### src/hw/rtl/ors_pkg.sv
// Package for the 1-Wire ROM search engine: transaction types, command,
// status and phase codes, and ROM size constants.
// No dependencies.
package ors_pkg;

    // ROM length in bytes (1 to 8) and the resulting bit count.
    localparam int ROM_BYTES = 8;
    localparam int ROM_BITS  = 8 * ROM_BYTES;

    // Last bit position that still lies in the family byte.
    localparam logic [6:0] FAMILY_LAST_POS = 7'd8;

    // Search command byte the host sends after a ready status.
    localparam logic [7:0] SEARCH_ROM_CMD = 8'hF0;

    typedef logic [1:0] cmd_t;
    localparam cmd_t CMD_START = 2'd0;
    localparam cmd_t CMD_RESET = 2'd1;
    localparam cmd_t CMD_PAIR  = 2'd2;

    typedef enum logic [2:0] {
        ST_READY   = 3'd0,
        ST_DIR     = 3'd1,
        ST_MORE    = 3'd2,
        ST_LAST    = 3'd3,
        ST_END     = 3'd4,
        ST_IGNORED = 3'd5
    } status_t;

    typedef enum logic [1:0] {
        PH_IDLE       = 2'd0,
        PH_WAIT_RESET = 2'd1,
        PH_SEARCH     = 2'd2
    } phase_t;

    typedef struct packed {
        cmd_t cmd;
        logic presence;
        logic id_bit;
        logic complement_bit;
    } item_t;

    typedef struct packed {
        status_t     status;
        logic        direction_valid;
        logic        direction;
        logic [63:0] rom_code;
        logic [7:0]  device_count;
        logic [3:0]  family_discrepancy;
    } result_t;

endpackage

### src/hw/rtl/ors_engine.sv
// Search state and combinational step logic of the 1-Wire ROM search.
// Depends on ors_pkg.
module ors_engine (
    input  logic             clk,
    input  logic             rst_n,
    input  logic             step,
    input  ors_pkg::item_t   item,
    output ors_pkg::result_t result
);
    import ors_pkg::*;

    localparam logic [6:0] TOTAL_BITS = 7'(ROM_BITS);

    logic [63:0] rom_reg, rom_next;
    logic [6:0]  bit_pos_reg, bit_pos_next;
    logic [6:0]  last_zero_reg, last_zero_next;
    logic [6:0]  last_disc_reg, last_disc_next;
    logic [3:0]  family_disc_reg, family_disc_next;
    logic [7:0]  found_reg, found_next;
    phase_t      phase_reg, phase_next;

    logic [5:0]  idx;
    logic [63:0] mask;
    logic [63:0] rom_upd;
    logic [6:0]  pos_inc;
    logic [6:0]  zero_upd;
    logic [3:0]  family_upd;
    logic        dir;

    // State registers; they advance only on a step.
    always_ff @(posedge clk or negedge rst_n)
    begin
        if (!rst_n)
        begin
            rom_reg         <= '0;
            bit_pos_reg     <= 7'd1;
            last_zero_reg   <= '0;
            last_disc_reg   <= '0;
            family_disc_reg <= '0;
            found_reg       <= '0;
            phase_reg       <= PH_IDLE;
        end
        else if (step)
        begin
            rom_reg         <= rom_next;
            bit_pos_reg     <= bit_pos_next;
            last_zero_reg   <= last_zero_next;
            last_disc_reg   <= last_disc_next;
            family_disc_reg <= family_disc_next;
            found_reg       <= found_next;
            phase_reg       <= phase_next;
        end
    end

    // Direction choice for the current bit pair.
    always_comb
    begin
        idx        = 6'(bit_pos_reg - 7'd1);
        mask       = 64'd1 << idx;
        zero_upd   = last_zero_reg;
        family_upd = family_disc_reg;
        if (item.id_bit != item.complement_bit)
        begin
            dir = item.id_bit;
        end
        else
        begin
            if (bit_pos_reg < last_disc_reg)
            begin
                dir = rom_reg[idx];
            end
            else
            begin
                dir = (bit_pos_reg == last_disc_reg);
            end
            if (!dir)
            begin
                zero_upd = bit_pos_reg;
                if (bit_pos_reg <= FAMILY_LAST_POS)
                begin
                    family_upd = bit_pos_reg[3:0];
                end
            end
        end
        rom_upd = dir ? (rom_reg | mask) : (rom_reg & ~mask);
        pos_inc = bit_pos_reg + 7'd1;
    end

    // Next state and result for one transaction.
    always_comb
    begin
        rom_next         = rom_reg;
        bit_pos_next     = bit_pos_reg;
        last_zero_next   = last_zero_reg;
        last_disc_next   = last_disc_reg;
        family_disc_next = family_disc_reg;
        found_next       = found_reg;
        phase_next       = phase_reg;

        result.status          = ST_IGNORED;
        result.direction_valid = 1'b0;
        result.direction       = 1'b0;

        priority if (item.cmd == CMD_START)
        begin
            rom_next         = '0;
            last_disc_next   = '0;
            family_disc_next = '0;
            found_next       = '0;
            bit_pos_next     = 7'd1;
            last_zero_next   = '0;
            phase_next       = PH_WAIT_RESET;
            result.status    = ST_READY;
        end
        else if (item.cmd == CMD_RESET)
        begin
            if (phase_reg == PH_WAIT_RESET)
            begin
                if (!item.presence)
                begin
                    phase_next    = PH_IDLE;
                    result.status = ST_END;
                end
                else
                begin
                    bit_pos_next   = 7'd1;
                    last_zero_next = '0;
                    phase_next     = PH_SEARCH;
                    result.status  = ST_READY;
                end
            end
        end
        else if (item.cmd == CMD_PAIR && phase_reg == PH_SEARCH)
        begin
            if (item.id_bit && item.complement_bit)
            begin
                // No device answered either value: the bus is empty or broken.
                phase_next    = PH_IDLE;
                result.status = ST_END;
            end
            else
            begin
                rom_next               = rom_upd;
                bit_pos_next           = pos_inc;
                last_zero_next         = zero_upd;
                family_disc_next       = family_upd;
                result.direction_valid = 1'b1;
                result.direction       = dir;
                if (pos_inc <= TOTAL_BITS)
                begin
                    result.status = ST_DIR;
                end
                else
                begin
                    // End of the pass: a zero family byte ends the enumeration.
                    last_disc_next = zero_upd;
                    if (rom_upd[7:0] == 8'd0)
                    begin
                        phase_next    = PH_IDLE;
                        result.status = ST_END;
                    end
                    else
                    begin
                        if (found_reg != 8'hFF)
                        begin
                            found_next = found_reg + 8'd1;
                        end
                        if (zero_upd == 7'd0)
                        begin
                            phase_next    = PH_IDLE;
                            result.status = ST_LAST;
                        end
                        else
                        begin
                            phase_next    = PH_WAIT_RESET;
                            result.status = ST_MORE;
                        end
                    end
                end
            end
        end
        else
        begin
            result.status = ST_IGNORED;
        end

        result.rom_code           = rom_next;
        result.device_count       = found_next;
        result.family_discrepancy = family_disc_next;
    end

endmodule

### src/hw/rtl/onewire_rom_search.sv
// Top level of the 1-Wire ROM search engine: input register, search
// engine and result register. Depends on ors_pkg and ors_engine.
//
// Usage: the host sends transactions on the item channel (item_valid,
// item_stall, item) and takes one result transaction per item on the
// result channel (result_valid, result_stall, result). A start command
// opens an enumeration; a ready status asks the host to send the search
// command 0xF0 after a bus reset, whose outcome comes back as a reset
// item. Each bit-pair item returns the direction bit to write back.
// After the last ROM bit the result carries the ROM code, the pass
// outcome and the running device count.
// The item passes through the input register and then the result register
// before result_valid rises; a stall on the result side can hold it in
// the input register. Throughput: one item per cycle while result_stall
// is low, set by the step of the engine state registers on each advance.
// Reset clears all search state, the phase becomes idle and both pipeline
// registers are empty. While the receiver stalls, the held result stays
// put, one more item may wait in the input register, and then item_stall
// rises until the result is taken.
module onewire_rom_search (
    input  logic             clk,
    input  logic             rst_n,
    input  logic             item_valid,
    output logic             item_stall,
    input  ors_pkg::item_t   item,
    output logic             result_valid,
    input  logic             result_stall,
    output ors_pkg::result_t result
);
    import ors_pkg::*;

    logic    stage_valid_reg, stage_valid_next;
    item_t   stage_reg;
    logic    out_valid_reg, out_valid_next;
    result_t out_reg;
    result_t step_result;
    logic    advance;
    logic    take_in;

    // Handshake control of the two register stages.
    always_comb
    begin
        advance          = stage_valid_reg && !(out_valid_reg && result_stall);
        item_stall       = stage_valid_reg && !advance;
        take_in          = item_valid && !item_stall;
        stage_valid_next = take_in || (stage_valid_reg && !advance);
        out_valid_next   = advance || (out_valid_reg && result_stall);
    end

    always_ff @(posedge clk or negedge rst_n)
    begin
        if (!rst_n)
        begin
            stage_valid_reg <= 1'b0;
            out_valid_reg   <= 1'b0;
        end
        else
        begin
            stage_valid_reg <= stage_valid_next;
            out_valid_reg   <= out_valid_next;
        end
    end

    // Payload registers.
    always_ff @(posedge clk)
    begin
        if (take_in)
        begin
            stage_reg <= item;
        end
        if (advance)
        begin
            out_reg <= step_result;
        end
    end

    ors_engine u_engine (
        .clk    (clk),
        .rst_n  (rst_n),
        .step   (advance),
        .item   (stage_reg),
        .result (step_result)
    );

    assign result_valid = out_valid_reg;
    assign result       = out_reg;

    // A step always leaves a result in the output register.
    a_step_fills_out: assert property (@(posedge clk) disable iff (!rst_n)
        advance |=> out_valid_reg)
        else $error("step did not load the result register");

    // The input side only stalls while both stages are full.
    a_stall_full: assert property (@(posedge clk) disable iff (!rst_n)
        item_stall |-> (stage_valid_reg && out_valid_reg && result_stall))
        else $error("item stall without full pipeline");

    // A direction status always comes with a direction to write.
    a_dir_valid: assert property (@(posedge clk) disable iff (!rst_n)
        (result_valid && result.status == ST_DIR) |-> result.direction_valid)
        else $error("direction status without direction_valid");

    // Ready and ignored results never ask for a bus write.
    a_no_dir: assert property (@(posedge clk) disable iff (!rst_n)
        (result_valid && (result.status == ST_READY || result.status == ST_IGNORED))
        |-> (!result.direction_valid && !result.direction))
        else $error("unexpected direction on ready or ignored result");

    // The family discrepancy never points past the family byte.
    a_family_range: assert property (@(posedge clk) disable iff (!rst_n)
        result_valid |-> (result.family_discrepancy <= 4'd8))
        else $error("family discrepancy out of range");

endmodule
### config.mk
export PLATFORM = sky130hd
export DESIGN_NAME = onewire_rom_search
export DESIGN_NICKNAME = d
export VERILOG_FILES = /design/src/hw/rtl/ors_pkg.sv /design/src/hw/rtl/ors_engine.sv /design/src/hw/rtl/onewire_rom_search.sv
export SDC_FILE = /design/constraint.sdc
export NUM_CORES = 1
export LEC_CHECK = 0
export ABC_AREA = 1
export ABC_CLOCK_PERIOD_IN_PS = 6040
export BUFFER_PORTS_ARGS = -buffer_cell sky130_fd_sc_hd__buf_4
export CORE_MARGIN = 3
export CORE_UTILIZATION = 44
export CTS_CLUSTER_DIAMETER = 100
export DETAILED_ROUTE_END_ITERATION = 6
export HOLD_SLACK_MARGIN = 0.06
export PLACE_DENSITY = 0.58
export SLEW_MARGIN = 20
export SYNTH_ARGS = -nofsm -noshare
export SYNTH_HDL_FRONTEND = slang
export SYNTH_SLANG_ARGS = --single-unit
### constraint.sdc
create_clock -name clk -period 6.04 [get_ports clk]
set_clock_uncertainty 0.15 [all_clocks]
set_input_delay 1.208 -clock clk [delete_from_list [all_inputs] [get_ports clk]]
set_output_delay 1.208 -clock clk [all_outputs]
set_load 0.01 [all_outputs]
* Word level (Yosys, flattened, before mapping) *
Index checks and enable logic that the tools add are counted.

operators by class
  add/subtract/negate cells = 3
  $lt $le $gt $ge = 4
  equality and inequality tests = 14
  shift-type cells = 1
  mux-type cells = 61
  bitwise logic cells = 4
  reductions and logical operators = 21

operators with widths
  kind                    count
  $mux W64                5
  $mux W7                 19
  $and A64 B64 Y64        1
  $not A64 Y64            1
  $or A64 B64 Y64         1
  $shl A1 B6 Y64 const A  1
  $mux W8                 7
  $mux W4                 7
  $mux W3                 7
  $mux W2                 8
  $reduce_and A5 Y1       2
  $add A8 B1 Y8 const B   1
  $logic_not A8 Y1        1
  $ne A8 B8 Y1 const B    1
  $add A7 B1 Y7 const B   1
  $eq A7 B7 Y1            1
  $le A7 B4 Y1 const B    1
  $le A7 B7 Y1 const B    1
  $logic_not A7 Y1        1
  $lt A6 B7 Y1 const B    1
  $lt A7 B7 Y1            1
  $mux W1                 7
  $bmux W1 S6             1
  $logic_and A1 B1 Y1     6
  other kinds (17)        25

word-level totals
  flip-flop bits (word level) = 187
  input bits = 9
  output and inout port bits = 83
  word-level logic and storage cells = 127

* Depth between registers and ports, before layout *
  depth after elaboration = 15
  gate-level depth with buffers = 27
  depth with buffers taken out = 24

* Hierarchy *
A second synthesis with hierarchy kept.

unflattened totals
  cell total of the unflattened synthesis = 1,153
  area total of the unflattened synthesis = 9,586.7 um^2

modules (own cells, without submodules)
  module              times used  cells each  area each (um^2)  sequential area each (um^2)
  ors_engine          1           1,055       6,909.1           2,478.6
  onewire_rom_search  1           98          2,677.6           2,632.5

* Least setup slack after synthesis *
Ideal clock, no wire load.

  path kind = input port to flip-flop
  start point = in result_stall
  end point = reg out_reg, in the netlist result[0] (enable)
  setup time = 477 ps
  arrival = 4,209 ps
  data required time = 5,413 ps
  slack = 1,204 ps
  stages = 5
  buffers on the path = 2
  cell sequence = nand2_1 > nand2_1 > inv_1 > clkbuf_1 > clkbuf_1

on the way
  word-level cells in the longest chain between the ends = 3

ends and longest elaborated chain
  element                 line                      RTL
  start: declaration      onewire_rom_search.sv:27  input logic result_stall,
  $logic_and A1 B1 Y1     onewire_rom_search.sv:43  advance = stage_valid_reg && !(out_valid_reg && result_stall);
  $logic_not A1 Y1        onewire_rom_search.sv:43
  $logic_and A1 B1 Y1     onewire_rom_search.sv:43
  net advance             onewire_rom_search.sv:37  logic advance;
  end signal: assignment  onewire_rom_search.sv:73  out_reg <= step_result;
  end: declaration        onewire_rom_search.sv:35  result_t out_reg;

The timed path passes the listed nets, and every way through them passes these cells.
A chain may end at the register's enable or synchronous reset.

==> tab_implementation.tex <==
\begin{tabular}{lr}
\hline
Metric & Value \\
\hline
\multicolumn{2}{l}{\textbf{Run status}} \\
Outcome & finished, final reports clean \\
\multicolumn{2}{l}{\textbf{Critical path}} \\
CP Capture Type & flop \\
Startpoint type of the worst setup path & flop \\
Critical Path Slowest Stage Cell & sky130\_fd\_sc\_hd\_\_ha\_1 \\
Worst R2R Path Depth & 20 \\
Cell-by-cell trace of the critical path & inv\_6, ha\_1, inv\_2, nand3\_1, nand3\_1, nand3\_1, nand3\_1, nand3\_1, nand3\_2, nand2\_4, nand2\_2, nand2\_1, nand2\_1, nand2\_1, nor2\_2, nand2\_4, nand2\_4, nor2\_2, nand2\_1, and3\_1 \\
CP delay by family, top & simple AND/OR/NAND/NOR gates \\
Delay of the slowest cell on the worst path & 0.71 ns \\
Maximum fanout along the worst path & 40 \\
Most repeated library cell on the critical path & sky130\_fd\_sc\_hd\_\_nand3\_1 \\
Setup slack, reg-to-reg & 1.96 ns \\
Worst path bufs/invs & 2 \\
Setup CP Type & flop to flop \\
Arrival @ worst endpoint & 4.13 ns \\
Critical path required time & 6.09 ns \\
Critical Path Stages & 20 \\
\multicolumn{2}{l}{\textbf{Yosys}} \\
Count of unique library cells instantiated by Yosys & 40 \\
Synthesized area divided by synthesized cell count & 8.247 sq um \\
Number of enable-type register cells in the synthesized netlist & 86 \\
Count of mapped cells out of synthesis & 1,176 \\
Combinational family with the most area after synthesis & simple AND/OR/NAND/NOR gates \\
Number of synthesis warnings & 0 \\
Primary flip-flop cell chosen by synthesis mapping & sky130\_fd\_sc\_hd\_\_dfrtp\_1 \\
Synth Area in Simple Gates & 24.69\% \\
Library cell occupying the most area in the post-synthesis netlist & sky130\_fd\_sc\_hd\_\_edfxtp\_1 \\
Area share of the largest cell type after synthesis & 26.63\% \\
Post-synthesis register bit count & 187 \\
Dominant cells by area after synthesis & sky130\_fd\_sc\_hd\_\_edfxtp\_1 27\%, sky130\_fd\_sc\_hd\_\_dfrtp\_1 26\%, sky130\_fd\_sc\_hd\_\_nand2\_1 12\%, sky130\_fd\_sc\_hd\_\_o21ai\_0 5.6\%, sky130\_fd\_sc\_hd\_\_nand3\_1 5.4\% \\
Share of the yosys chip area belonging to registers & 52.70\% \\
XOR/XNOR share of the synthesized area & 0.6451\% \\
Share of flip-flops with an asynchronous set or reset & 54.01\% \\
Synthesized-area fraction occupied by ao, oa, aoi and oai cells & 12.15\% \\
Adder-cell share of the synthesized area & 1.935\% \\
Leading cell types by count after synthesis & 320 x sky130\_fd\_sc\_hd\_\_nand2\_1, 108 x sky130\_fd\_sc\_hd\_\_o21ai\_0, 105 x sky130\_fd\_sc\_hd\_\_inv\_1, 105 x sky130\_fd\_sc\_hd\_\_nand3\_1, 102 x sky130\_fd\_sc\_hd\_\_nor2\_1 \\
Most repeated cell in the gate-level netlist after synthesis & sky130\_fd\_sc\_hd\_\_nand2\_1 \\
Synthesized Nets & 1,200 \\
Multiplexer share of the synthesized area & 0\% \\
Synth Cell Area & 9698 sq um \\
\multicolumn{2}{l}{\textbf{Die}} \\
Initial Util & 45.42\% \\
Core area & 21,350 sq um \\
Die extent in x & 154.5 um \\
Die footprint & 23,860 sq um \\
Row Count & 53 \\
Count of boundary I/O pins & 92 \\
Die Height & 154.5 um \\
\multicolumn{2}{l}{\textbf{Timing}} \\
F\_max & 245.2 MHz \\
Total Negative Setup Slacks & 0 ns \\
Setup ws final & 1.962 ns \\
Number of hold-slack violations in the final timing report & 0 \\
Max-slew headroom at the worst pin & 28.88\% \\
Min Tclk post-route & 4.078 ns \\
Final clock period utilization by the worst path & 67.51\% \\
Number of pins exceeding their max-slew limit in the final report & 0 \\
Pin slew with the least headroom to its limit & 1.067 ns \\
Setup repair after global routing missed its margin & no \\
\# setup viols final & 0 \\
\multicolumn{2}{l}{\textbf{Placed design}} \\
Half-perimeter wire length of the detailed placement result & 16.70 mm \\
Placer's final routability congestion estimate & 0.8370 \\
Port Buffer Count & 91 \\
Setup Slack @ Placement & 1.952 ns \\
\multicolumn{2}{l}{\textbf{Clock network}} \\
Clock-pin slew on the worst setup and hold paths & 0.07 ns \\
Buffers inserted during post-CTS setup optimization & 0 \\
Count of hold-fix buffers inserted at cts & 0 \\
Clock Latency Late Sink & 0.44 ns \\
Total of cells resized after clock tree synthesis & 0 \\
Maximum count of clock buffers along a single path & 2 \\
Cts bufs inserted & 17 \\
Root cell of the clock tree & sky130\_fd\_sc\_hd\_\_clkbuf\_16 \\
Number of levels in the clock H-tree & 4 \\
Clock sinks & 187 \\
CTS tree & built \\
\multicolumn{2}{l}{\textbf{Finish}} \\
Share of layout cells above drive strength 1 & 13.25\% \\
Post-layout net count & 1,256 \\
Number of antenna cells inserted & 0 \\
P\&R area growth vs syn & 13.65\% \\
Max reg flops & 81 \\
\multicolumn{2}{l}{\textbf{Route}} \\
TritonRoute pass-1 iters & 5 \\
Average via count per standard cell & 5.345 \\
Remaining antenna violation count after routing & 0 \\
Total number of vias & 8,124 \\
DRC violation count after routing & 0 \\
Drt first-iter violations & 593 \\
Wire per inst & 16.54 um \\
Post-detailed-routing wire length & 25.14 mm \\
\multicolumn{2}{l}{\textbf{Min path}} \\
Number of cells on the worst hold path & 2 \\
Class of the worst hold path & flop to flop \\
\multicolumn{2}{l}{\textbf{GRT}} \\
Maximum number of pins on one net before global-route repair & 106 \\
Global-route wire length before repair & 40.92 mm \\
Via count of the first global-routing pass & 7,737 \\
Global Route Usage Sum & 21.31\% \\
Initial antenna violation count & 0 \\
Sum of overflow across all layers after global routing & 0 \\
\multicolumn{2}{l}{\textbf{Power}} \\
Power density of the placed cells & 412.5 nW/um\^{}2 \\
Worst VDD drop & 0.0002401 V \\
Leakage power & 4.903 nW \\
\multicolumn{2}{l}{\textbf{Flow run}} \\
Max-Cap Viols & 0 \\
\hline
\end{tabular}
==> cells by family (layout without fill, tap and decap cells) <==
group                    Yosys count  count (layout)
AND/OR/NAND/NOR                  568             568
AO/OA/AOI/OAI                    223             223
flip-flops                       187             187
buffers and inverters            178             247
adder cells (fa/ha/maj)           15              15
XOR/XNOR                           5               5
==> layout make-up <==
class | count | area, sq um
fillers | 2085 | 10330
repair buffers | 99 | 743.2
clock inverters | 13 | 111.4
flip-flops and latches | 187 | 5111
well taps | 275 | 344.1
clock buffers | 19 | 432.9
inverters | 116 | 450.4
multi-input cells | 811 | 3829
==> worst reg2reg max path, stage by stage (launching register included) <==
cell                      delay (ns)
sky130_fd_sc_hd__dfstp_2        0.57
sky130_fd_sc_hd__inv_6          0.12
sky130_fd_sc_hd__ha_1           0.71
sky130_fd_sc_hd__inv_2          0.30
sky130_fd_sc_hd__nand3_1        0.16
sky130_fd_sc_hd__nand3_1        0.09
sky130_fd_sc_hd__nand3_1        0.10
sky130_fd_sc_hd__nand3_1        0.09
sky130_fd_sc_hd__nand3_1        0.15
sky130_fd_sc_hd__nand3_2        0.13
sky130_fd_sc_hd__nand2_4        0.24
sky130_fd_sc_hd__nand2_2        0.14
sky130_fd_sc_hd__nand2_1        0.08
sky130_fd_sc_hd__nand2_1        0.05
sky130_fd_sc_hd__nand2_1        0.08
sky130_fd_sc_hd__nor2_2         0.05
sky130_fd_sc_hd__nand2_4        0.12
sky130_fd_sc_hd__nand2_4        0.08
sky130_fd_sc_hd__nor2_2         0.17
sky130_fd_sc_hd__nand2_1        0.10
sky130_fd_sc_hd__and3_1         0.17
==> through the flow <==
step | util, % | total power, mW | instances | area [sq um] | hold WS, ns
6_report | 51.62 | 4.546 | 1520 | 11020 | 0.3423
5_1_grt | 51.62 | 4.862 | 1520 | 11020 | 0.3721
4_1_cts | 51.61 | 4.557 | 1520 | 11020 | 0.3454
3_5_place_dp | 49.06 | 3.484 | 1488 | 10480 | 0.3257
3_3_place_gp | 49.06 | 3.472 | 1488 | 10480 | 0.3164
2_1_floorplan | - | 3.105 | 1176 | 9698 | 0.2994
==> report_power, final <==
group	internal, mW	switching [mW]
Combinational	0.541	1.38
Sequential	1.47	0.0933
Clock	0.537	0.529
==> cell usage in the layout (no fill, tap or decap), types with 15 or more instances in the layout <==
cell type,instances
sky130_fd_sc_hd__a21oi_1,71
sky130_fd_sc_hd__buf_4,99
sky130_fd_sc_hd__clkbuf_16,17
sky130_fd_sc_hd__dfrtp_1,100
sky130_fd_sc_hd__edfxtp_1,86
sky130_fd_sc_hd__ha_1,15
sky130_fd_sc_hd__inv_1,104
sky130_fd_sc_hd__nand2_1,318
sky130_fd_sc_hd__nand3_1,105
sky130_fd_sc_hd__nor2_1,102
sky130_fd_sc_hd__o21ai_0,108
sky130_fd_sc_hd__o22ai_1,19
==> metal layers <==
metal  part of all wire, %  wire length (um)  track usage, %
met5                     0                 0               0
met3                   4.1              1040           2.714
met4                   2.3               566           7.065
met1                    45             11290           29.40
met2                    49             12240           35.07
==> path summary, 6_finish.rpt <==
check | start | endpoint
worst min register to register | u_engine.found_reg[5] | u_engine.found_reg[5]
worst max register to register | u_engine.bit_pos_reg[0] | result[6]
min in group asynchronous | rst_n | u_engine.last_disc_reg[6]
worst min-delay path | u_engine.found_reg[5] | u_engine.found_reg[5]
max in group asynchronous | rst_n | u_engine.rom_reg[40]
worst max-delay path | u_engine.bit_pos_reg[0] | result[6]
Power figures use the tool's default switching activity.
